**config.mk**
```make
export PLATFORM = sky130hd
export DESIGN_NAME = remapped_zero_run_nibble_encoder_unit
export DESIGN_NICKNAME = d
export VERILOG_FILES = /design/src/sv/rzn_pkg.sv /design/src/sv/rzn_ram.sv /design/src/sv/rzn_front.sv /design/src/sv/rzn_fifo.sv /design/src/sv/rzn_back.sv /design/src/sv/remapped_zero_run_nibble_encoder_unit.sv
export SDC_FILE = /design/constraint.sdc
export NUM_CORES = 2
export LEC_CHECK = 0
export BUFFER_PORTS_ARGS = -buffer_cell sky130_fd_sc_hd__buf_2
export CAP_MARGIN = 15
export CORE_ASPECT_RATIO = 0.5
export CORE_UTILIZATION = 50
export CTS_CLUSTER_DIAMETER = 80
export DETAILED_ROUTE_END_ITERATION = 10
export PLACE_DENSITY = 0.65
export SETUP_SLACK_MARGIN = 0.1
export SLEW_MARGIN = 20
export SYNTH_ARGS = -nofsm -noshare
export SYNTH_HDL_FRONTEND = slang
export SYNTH_SLANG_ARGS = --single-unit
export TNS_END_PERCENT = 30
```
**constraint.sdc**
```tcl
create_clock -name clk -period 17.5 [get_ports clk]
set_input_delay 1.75 -clock clk [delete_from_list [all_inputs] [get_ports clk]]
set_output_delay 1.75 -clock clk [all_outputs]
set_load 0.01 [all_outputs]
```
**src/sv/rzn_pkg.sv**
```systemverilog
// shared types and constants for the remapped zero-run nibble encoder
// no dependencies
`default_nettype none
package rzn_pkg;

  localparam int unsigned ACTION_W   = 2;
  localparam int unsigned BYTE_W     = 8;
  localparam int unsigned NIBBLE_W   = 4;
  localparam int unsigned TABLE_DEPTH = 256;
  localparam int unsigned FIFO_DEPTH = 2;
  localparam int unsigned MAX_OUT    = 4;

  localparam logic [NIBBLE_W-1:0] RUN_MAX = 4'hF;

  localparam logic [ACTION_W-1:0] ACT_LOAD   = 2'd0;
  localparam logic [ACTION_W-1:0] ACT_ENCODE = 2'd1;
  localparam logic [ACTION_W-1:0] ACT_FLUSH  = 2'd2;

  // command word handed from the front to the back
  typedef struct packed {
    logic              flush;
    logic [BYTE_W-1:0] code;
  } cmd_t;

endpackage : rzn_pkg
`default_nettype wire

```
**src/sv/rzn_ram.sv**
```systemverilog
// generic single-write, single-read ram with registered read data
// no dependencies
`default_nettype none
module rzn_ram #(
  parameter int unsigned WIDTH = 8,
  parameter int unsigned DEPTH = 256
) (
  input  wire logic                     clk,
  input  wire logic                     we,
  input  wire logic [$clog2(DEPTH)-1:0] waddr,
  input  wire logic [WIDTH-1:0]         wdata,
  input  wire logic                     re,
  input  wire logic [$clog2(DEPTH)-1:0] raddr,
  output      logic [WIDTH-1:0]         rdata
);

  logic [WIDTH-1:0] mem_r [DEPTH];
  logic [WIDTH-1:0] rdata_r;

  always_ff @(posedge clk) begin
    if (we) begin
      mem_r[waddr] <= wdata;
    end
    if (re) begin
      rdata_r <= mem_r[raddr];
    end
  end

  assign rdata = rdata_r;

endmodule : rzn_ram
`default_nettype wire

```
**src/sv/rzn_front.sv**
```systemverilog
// front end: accepts input words, writes the code table, looks up codes
// depends on rzn_pkg and rzn_ram
`default_nettype none
module rzn_front
  import rzn_pkg::*;
(
  input  wire logic                clk,
  input  wire logic                rst_n,
  input  wire logic                in_push,
  input  wire logic [ACTION_W-1:0] in_action,
  input  wire logic [BYTE_W-1:0]   in_byte_value,
  input  wire logic [BYTE_W-1:0]   in_code_value,
  output      logic                in_full,
  output      logic                q_push,
  output      cmd_t                q_cmd,
  input  wire logic                q_full
);

  logic              acc;
  logic              tbl_we;
  logic              tbl_re;
  logic [BYTE_W-1:0] tbl_rdata;
  logic              s1_valid_r;
  logic              s1_valid_nxt;
  logic              s1_flush_r;
  logic              s1_flush_nxt;
  logic              takes_slot;

  assign in_full = s1_valid_r && q_full;
  assign acc     = in_push && !in_full;
  assign tbl_we  = acc && (in_action == ACT_LOAD);
  assign tbl_re  = acc && (in_action == ACT_ENCODE);
  // loads and the unused action leave nothing for the back end
  assign takes_slot = acc && ((in_action == ACT_ENCODE) || (in_action == ACT_FLUSH));
  assign q_push  = s1_valid_r && !q_full;

  rzn_ram #(
    .WIDTH (BYTE_W),
    .DEPTH (TABLE_DEPTH)
  ) u_table (
    .clk   (clk),
    .we    (tbl_we),
    .waddr (in_byte_value),
    .wdata (in_code_value),
    .re    (tbl_re),
    .raddr (in_byte_value),
    .rdata (tbl_rdata)
  );

  always_comb begin
    s1_valid_nxt = s1_valid_r;
    s1_flush_nxt = s1_flush_r;
    if (takes_slot) begin
      s1_valid_nxt = 1'b1;
      s1_flush_nxt = (in_action == ACT_FLUSH);
    end else if (q_push) begin
      s1_valid_nxt = 1'b0;
    end
  end

  always_ff @(posedge clk) begin
    if (!rst_n) begin
      s1_valid_r <= 1'b0;
    end else begin
      s1_valid_r <= s1_valid_nxt;
    end
    s1_flush_r <= s1_flush_nxt;
  end

  // ram read data holds while the stage is stalled since no read is issued
  assign q_cmd.flush = s1_flush_r;
  assign q_cmd.code  = tbl_rdata;

endmodule : rzn_front
`default_nettype wire

```
**src/sv/rzn_fifo.sv**
```systemverilog
// short command queue between the front and back ends
// depends on rzn_pkg
`default_nettype none
module rzn_fifo
  import rzn_pkg::*;
(
  input  wire logic clk,
  input  wire logic rst_n,
  input  wire logic push,
  input  wire cmd_t push_cmd,
  output      logic full,
  input  wire logic pop,
  output      cmd_t pop_cmd,
  output      logic empty
);

  localparam int unsigned AW = (FIFO_DEPTH > 1) ? $clog2(FIFO_DEPTH) : 1;
  localparam int unsigned CW = $clog2(FIFO_DEPTH + 1);

  cmd_t          slot_r [FIFO_DEPTH];
  logic [AW-1:0] wptr_r, wptr_nxt;
  logic [AW-1:0] rptr_r, rptr_nxt;
  logic [CW-1:0] count_r, count_nxt;
  logic          do_push, do_pop;

  assign full    = (count_r == CW'(FIFO_DEPTH));
  assign empty   = (count_r == '0);
  assign do_push = push && !full;
  assign do_pop  = pop && !empty;
  assign pop_cmd = slot_r[rptr_r];

  always_comb begin
    wptr_nxt  = wptr_r;
    rptr_nxt  = rptr_r;
    count_nxt = count_r;
    if (do_push) begin
      wptr_nxt = (wptr_r == AW'(FIFO_DEPTH - 1)) ? '0 : wptr_r + 1'b1;
    end
    if (do_pop) begin
      rptr_nxt = (rptr_r == AW'(FIFO_DEPTH - 1)) ? '0 : rptr_r + 1'b1;
    end
    if (do_push && !do_pop) begin
      count_nxt = count_r + 1'b1;
    end else if (do_pop && !do_push) begin
      count_nxt = count_r - 1'b1;
    end
  end

  always_ff @(posedge clk) begin
    if (!rst_n) begin
      wptr_r  <= '0;
      rptr_r  <= '0;
      count_r <= '0;
    end else begin
      wptr_r  <= wptr_nxt;
      rptr_r  <= rptr_nxt;
      count_r <= count_nxt;
    end
    if (do_push) begin
      slot_r[wptr_r] <= push_cmd;
    end
  end

endmodule : rzn_fifo
`default_nettype wire

```
**src/sv/rzn_back.sv**
```systemverilog
// back end: scans codes for zero runs, packs nibbles and drains result words
// depends on rzn_pkg
`default_nettype none
module rzn_back
  import rzn_pkg::*;
(
  input  wire logic              clk,
  input  wire logic              rst_n,
  input  wire logic              q_empty,
  input  wire cmd_t              q_cmd,
  output      logic              q_pop,
  output      logic              out_empty,
  input  wire logic              out_pop,
  output      logic [BYTE_W-1:0] out_byte,
  output      logic              out_last_of_run,
  output      logic              out_run_overflow
);

  localparam int unsigned IW = $clog2(MAX_OUT);
  localparam int unsigned NW = $clog2(MAX_OUT + 1);

  // run state
  logic [NIBBLE_W-1:0] zero_run_r, zero_run_nxt;
  logic                hi_pend_r, hi_pend_nxt;
  logic [NIBBLE_W-1:0] pend_lo_r, pend_lo_nxt;

  // words produced by one command, waiting to drain
  logic [BYTE_W-1:0] buf_byte_r [MAX_OUT];
  logic [MAX_OUT-1:0] buf_ovf_r;
  logic [NW-1:0]      rem_r, rem_nxt;
  logic [IW-1:0]      idx_r, idx_nxt;

  // output register
  logic              ovalid_r, ovalid_nxt;
  logic [BYTE_W-1:0] obyte_r;
  logic              olast_r;
  logic              oovf_r;

  // scan results
  logic [BYTE_W-1:0]  new_byte [MAX_OUT];
  logic [MAX_OUT-1:0] new_ovf;
  logic [NW-1:0]      new_cnt;
  logic [NIBBLE_W-1:0] sc_run;
  logic                sc_hp;
  logic [NIBBLE_W-1:0] sc_lo;

  logic mv;
  logic take;

  assign mv    = (rem_r != '0) && (!ovalid_r || out_pop);
  assign take  = !q_empty && ((rem_r == '0) || ((rem_r == NW'(1)) && mv));
  assign q_pop = take;

  // bit scan, least significant first, over one code word; a flush closes any held low nibble instead
  always_comb begin
    sc_run  = zero_run_r;
    sc_hp   = hi_pend_r;
    sc_lo   = pend_lo_r;
    new_cnt = '0;
    new_ovf = '0;
    for (int k = 0; k < MAX_OUT; k++) begin
      new_byte[k] = '0;
    end
    if (q_cmd.flush) begin
      if (sc_hp) begin
        new_byte[0] = {RUN_MAX, sc_lo};
        new_ovf[0]  = (sc_lo == RUN_MAX);
        new_cnt     = NW'(1);
      end
      sc_run = '0;
      sc_hp  = 1'b0;
      sc_lo  = '0;
    end else begin
      for (int i = 0; i < BYTE_W; i++) begin
        if (!q_cmd.code[i]) begin
          if (sc_run != RUN_MAX) begin
            sc_run = sc_run + 1'b1;
          end
        end else begin
          if (!sc_hp) begin
            sc_lo = sc_run;
            sc_hp = 1'b1;
          end else begin
            new_byte[new_cnt[IW-1:0]] = {sc_run, sc_lo};
            new_ovf[new_cnt[IW-1:0]]  = (sc_lo == RUN_MAX) || (sc_run == RUN_MAX);
            new_cnt = new_cnt + 1'b1;
            sc_hp   = 1'b0;
            sc_lo   = '0;
          end
          sc_run = '0;
        end
      end
    end
  end

  always_comb begin
    zero_run_nxt = zero_run_r;
    hi_pend_nxt  = hi_pend_r;
    pend_lo_nxt  = pend_lo_r;
    rem_nxt      = rem_r;
    idx_nxt      = idx_r;
    ovalid_nxt   = ovalid_r;
    if (out_pop && ovalid_r) begin
      ovalid_nxt = 1'b0;
    end
    if (mv) begin
      ovalid_nxt = 1'b1;
      rem_nxt    = rem_r - 1'b1;
      idx_nxt    = idx_r + 1'b1;
    end
    if (take) begin
      zero_run_nxt = sc_run;
      hi_pend_nxt  = sc_hp;
      pend_lo_nxt  = sc_lo;
      rem_nxt      = new_cnt;
      idx_nxt      = '0;
    end
  end

  always_ff @(posedge clk) begin
    if (!rst_n) begin
      zero_run_r <= '0;
      hi_pend_r  <= 1'b0;
      pend_lo_r  <= '0;
      rem_r      <= '0;
      idx_r      <= '0;
      ovalid_r   <= 1'b0;
    end else begin
      zero_run_r <= zero_run_nxt;
      hi_pend_r  <= hi_pend_nxt;
      pend_lo_r  <= pend_lo_nxt;
      rem_r      <= rem_nxt;
      idx_r      <= idx_nxt;
      ovalid_r   <= ovalid_nxt;
    end
    if (take) begin
      for (int k = 0; k < MAX_OUT; k++) begin
        buf_byte_r[k] <= new_byte[k];
      end
      buf_ovf_r <= new_ovf;
    end
    if (mv) begin
      obyte_r <= buf_byte_r[idx_r];
      oovf_r  <= buf_ovf_r[idx_r];
      olast_r <= (rem_r == NW'(1));
    end
  end

  assign out_empty        = !ovalid_r;
  assign out_byte         = obyte_r;
  assign out_last_of_run  = olast_r;
  assign out_run_overflow = oovf_r;

endmodule : rzn_back
`default_nettype wire

```
**src/sv/remapped_zero_run_nibble_encoder_unit.sv**
```systemverilog
// Remapped zero-run nibble encoder, top level.
// Input words come in on a queue-style port: a word is taken when in_push is
// high and in_full is low. Action load writes in_code_value into the code
// table at in_byte_value, encode looks the byte up and emits zero-run nibbles
// of the code, flush closes a half-filled output byte with 15.
// Result words leave on a queue-style port: out_byte and its flags are valid
// while out_empty is low and are taken when out_pop is high.
// An encode or flush word passes the front stage with its table read, the
// command queue, the scan buffer and the output register to the out_ ports.
// Throughput: one input word a cycle when it yields at most one result and the
// receiver keeps popping; an encode yielding up to four result bytes holds the
// back end until its last byte moves into the single-byte result register.
// A two-entry command queue lets the front keep taking words (loads need no
// back end) while the back drains; when the receiver stalls the back end and
// queue fill and in_full rises.
// Reset (synchronous, rst_n low) clears the run state and all queues; the code
// table is not cleared and must be loaded before its entries are used.
// depends on rzn_pkg, rzn_front, rzn_fifo, rzn_back
`default_nettype none
module remapped_zero_run_nibble_encoder_unit
  import rzn_pkg::*;
(
  input  wire logic                clk,
  input  wire logic                rst_n,
  input  wire logic                in_push,
  output      logic                in_full,
  input  wire logic [ACTION_W-1:0] in_action,
  input  wire logic [BYTE_W-1:0]   in_byte_value,
  input  wire logic [BYTE_W-1:0]   in_code_value,
  output      logic                out_empty,
  input  wire logic                out_pop,
  output      logic [BYTE_W-1:0]   out_byte,
  output      logic                out_last_of_run,
  output      logic                out_run_overflow
);

  logic f_push;
  cmd_t f_cmd;
  logic f_full;
  logic b_pop;
  cmd_t b_cmd;
  logic b_empty;

  rzn_front u_front (
    .clk           (clk),
    .rst_n         (rst_n),
    .in_push       (in_push),
    .in_action     (in_action),
    .in_byte_value (in_byte_value),
    .in_code_value (in_code_value),
    .in_full       (in_full),
    .q_push        (f_push),
    .q_cmd         (f_cmd),
    .q_full        (f_full)
  );

  rzn_fifo u_cmdq (
    .clk      (clk),
    .rst_n    (rst_n),
    .push     (f_push),
    .push_cmd (f_cmd),
    .full     (f_full),
    .pop      (b_pop),
    .pop_cmd  (b_cmd),
    .empty    (b_empty)
  );

  rzn_back u_back (
    .clk              (clk),
    .rst_n            (rst_n),
    .q_empty          (b_empty),
    .q_cmd            (b_cmd),
    .q_pop            (b_pop),
    .out_empty        (out_empty),
    .out_pop          (out_pop),
    .out_byte         (out_byte),
    .out_last_of_run  (out_last_of_run),
    .out_run_overflow (out_run_overflow)
  );

endmodule : remapped_zero_run_nibble_encoder_unit
`default_nettype wire

```
==> impl_results.md <==
- TNS Setup: 0 ns
- Final hold vios: 0
- IO Port Bufs: 33
- Post-route cell area: 0.0957 mm2
- DR vias/cell: 6.45
- Largest net degree at the start of global routing: 208
- DR WL/cell: 32.1 um
- Leak Pwr: 29.2 nW
- Max-cap violation count: 0
- Crit. End Element: register
- Rel. slew slack: 18.0%
- R2R setup slack: 5.92 ns
- CP most frequent cell: inv_1
- Post-synth EDFFs: 2121
- Die height: 297 um
- GRT Overall Usage: 24.8%
- Placed inst area: 0.0898 mm2
- Fin cells: 6736
- GRT Residual Overflow: 0
- Drt pass-1 iters: 6
- Sequential area share after synthesis: 73.7%
- Number of global-route vias before repair: 43200
- Synth warn: 0
- Clk_lat worst skew: 0.84 ns
- Total Power: 11.3 mW
- Pre-CTS setup slack: 6.09 ns
- Post-synth net total: 4323
- Async SR Flop Fraction: 0%
- CP Data Required Time: 18.15 ns
- 1st-iter DRT viols: 5560
- Avg Inst Size Synth: 20.4 um2
- Core Area: 0.171 mm2
- FMAX: 86.4 MHz
- Initial antenna violation count: 8
- Layout cells sized above 1: 24.3%
- Hold EP: u_cmdq.slot_r[0][0]$_DFFE_PP_
- Status: complete, no violations
- Data arrival, critical path: 12.22 ns
- Maximum buffer depth of the clock tree: 4
- Element type at the critical path start: register
- Final worst path period share: 66.1%
- Die ar.: 0.176 mm2
- Total CTS buffers: 191
- Most frequent cells in the layout: edfxtp_1, mux4_2, nor2_1, clkbuf_16, nand2_1
- Cell count after synthesis: 4261
- Final RePlAce weighted congestion: 0.903
- Worst path slowest cell: dfxtp_1
- Final Max Slew Viols: 0
- Highest metal layer with signal wires: met4
- Met3 WL: 18900 um
- Worst Hold Depth: 0
- Cell Pwr Density: 118 mW/mm2
- Placed insts: 6397
- Nets: 4363
- Root Driver: clkbuf_16
- Hold WS: 0.447 ns
- H-tree levels: 4
- Worst min-delay path class: register to register
- Final worst slack: 5.92 ns
- Clock transition at the registers of the reported paths: 0.06 ns
- Synth unique cells: 93
- Antenna Nets Post-Route: 0
- Worst Reg-to-Reg Cells: 45
- RSZ-0062 raised after global routing: no
- Detailed Route WL: 216000 um
- Crit-path max FO: 17
- Top_reg_cell synth: edfxtp_1
- Critical path class: register to register
- Detail Placement HPWL: 132000 um
- Post-CTS Hold Fix Bufs: 0
- Critical Path Max Stage Delay: 0.81 ns
- FP Rows: 107
- Post-CTS setup buffer count: 0
- Seq cells post-synth: 2142
- Tightest Pin Transition: 1.23 ns
- Final Util: 55.8%
- Clk sinks: 2142
- Number of fill cells: 12500
- Post-route DRC violation count: 0
- M1 wire length: 93000 um
- Global-route wire length before repair: 313000 um
- Die X: 592 um
- Final setup fails: 0
- Initial core utilization: 50.7%
- Commonest non-fill, non-tap cell in the layout: edfxtp_1
- CTS tree: yes
- Worst Clk Skew: 0.0373 ns
- Hold_sp: u_front.u_table.rdata[0]$_DFFE_PP_
- Crit Reg-Reg Endpoint: u_back.buf_ovf_r[1]$_SDFFCE_PP0P_
- Vias post-DR: 43500
- Period minus WS final: 11.58 ns
- # IOs: 34
- Largest vdd supply drop: 85.6 uV
- Layout area overhead: 9.97%
- CTS resizes: 0
- Mapped Area: 0.0870 mm2
- Met2 WL: 101000 um
==> critical path: cells and delay by family, from the launching register on <==
kind / cells / cell delay [ns]
simple gates: 13 / 3.34
compound gates: 10 / 2.79
buf+inv: 10 / 1.28
xor+xnor: 2 / 0.33
mux: 3 / 1.17
flops: 1 / 0.81
fa+ha+maj: 7 / 1.64
==> synth_stat cells, types with 8 or more instances <==
cell      count  share of area (%)
a21oi_1      60               0.35
buf_1        61               0.26
nand3_1      52               0.30
ha_1         39               0.56
nor2_1      344                1.5
nor2b_1      13              0.093
clkbuf_1    187               0.81
xnor2_1      20               0.20
and2_1       24               0.17
o21a_1        8              0.069
o22ai_1      11              0.079
o21ai_1       9              0.052
a311oi_1      8              0.081
mux4_2      665                 17
o221ai_1     25               0.25
edfxtp_1   2121                 73
o211ai_1     74               0.64
and3_1       10              0.072
inv_1        41               0.18
a31oi_1      16               0.12
nand2_1     173               0.75
nor3_1       16              0.092
o21ai_0      56               0.32
a211oi_1     11              0.095
mux2i_1      29               0.33
a22o_1       10               0.10
mux2_2       15               0.19
dfxtp_1      21               0.48
==> area by class of cell <==
class	count	area (um2)	share of cell area, %
Clock inverter	89	853	0.892
Clock buffer	244	5030	5.26
Inverter	45	171	0.179
Multi-Input combinational cell	1821	21900	22.8
Antenna cell	6	15.0	0.0157
Timing Repair Buffer	100	812	0.848
Sequential cell	2142	64100	67.0
Tap cell	2289	2860	2.99
==> power by group <==
part           internal, mW  switching, mW  total [mW]
sequential             5.73         0.0352        5.76
clock                  2.27           1.83        4.09
combinational         0.476          0.920        1.40
==> sequential cells by signal (all words and copies together), names as in the netlist, 2 cells and up, named ones only <==
name,flops
u_front.u_table.mem_r,2048
u_front.u_table.rdata,8
u_back.idx_r,2
u_back.zero_run_r,4
u_cmdq.slot_r,18
u_back.buf_byte_r,32
u_back.out_byte,8
u_back.rem_r,3
u_back.pend_lo_r,4
u_back.buf_ovf_r,4
u_cmdq.count_r,2
==> routing by layer <==
metal	up-vias	global-route usage, %
li1	17900	-
met1	23400	38.2
met2	1952	37.4
met3	272	4.79
met4	0	4.77
met5	-	0
==> worst max path at each step <==
stage	start	endpoint	slack [ns]	depth (start not counted)
final	register	u_back.buf_ovf_r[1]$_SDFFCE_PP0P_	5.92	45
after detailed placement	register	u_back.buf_ovf_r[1]$_SDFFCE_PP0P_	6.09	45
after global routing	register	u_back.buf_ovf_r[1]$_SDFFCE_PP0P_	4.99	45
after floorplan	u_back.zero_run_r[1]$_SDFFE_PN0P_	u_back.buf_ovf_r[1]$_SDFFCE_PP0P_	8.18	48
after global placement	register	u_back.buf_ovf_r[1]$_SDFFCE_PP0P_	6.17	45
after CTS	register	u_back.buf_ovf_r[1]$_SDFFCE_PP0P_	6.08	45
==> logic make-up (layout without fill, tap and decap cells) <==
logic type,Yosys count,after routing,share of synthesized area (%)
adder cells (fa/ha/maj),40,40,0.584
XOR/XNOR,25,25,0.252
AO/OA/AOI/OAI,371,371,3.08
multiplexers,711,711,17.8
buffers and inverters,298,478,1.31
other,0,6,0
AND/OR/NAND/NOR,674,674,3.34
flip-flops,2142,2142,73.7
Power figures use the tool's default switching activity.
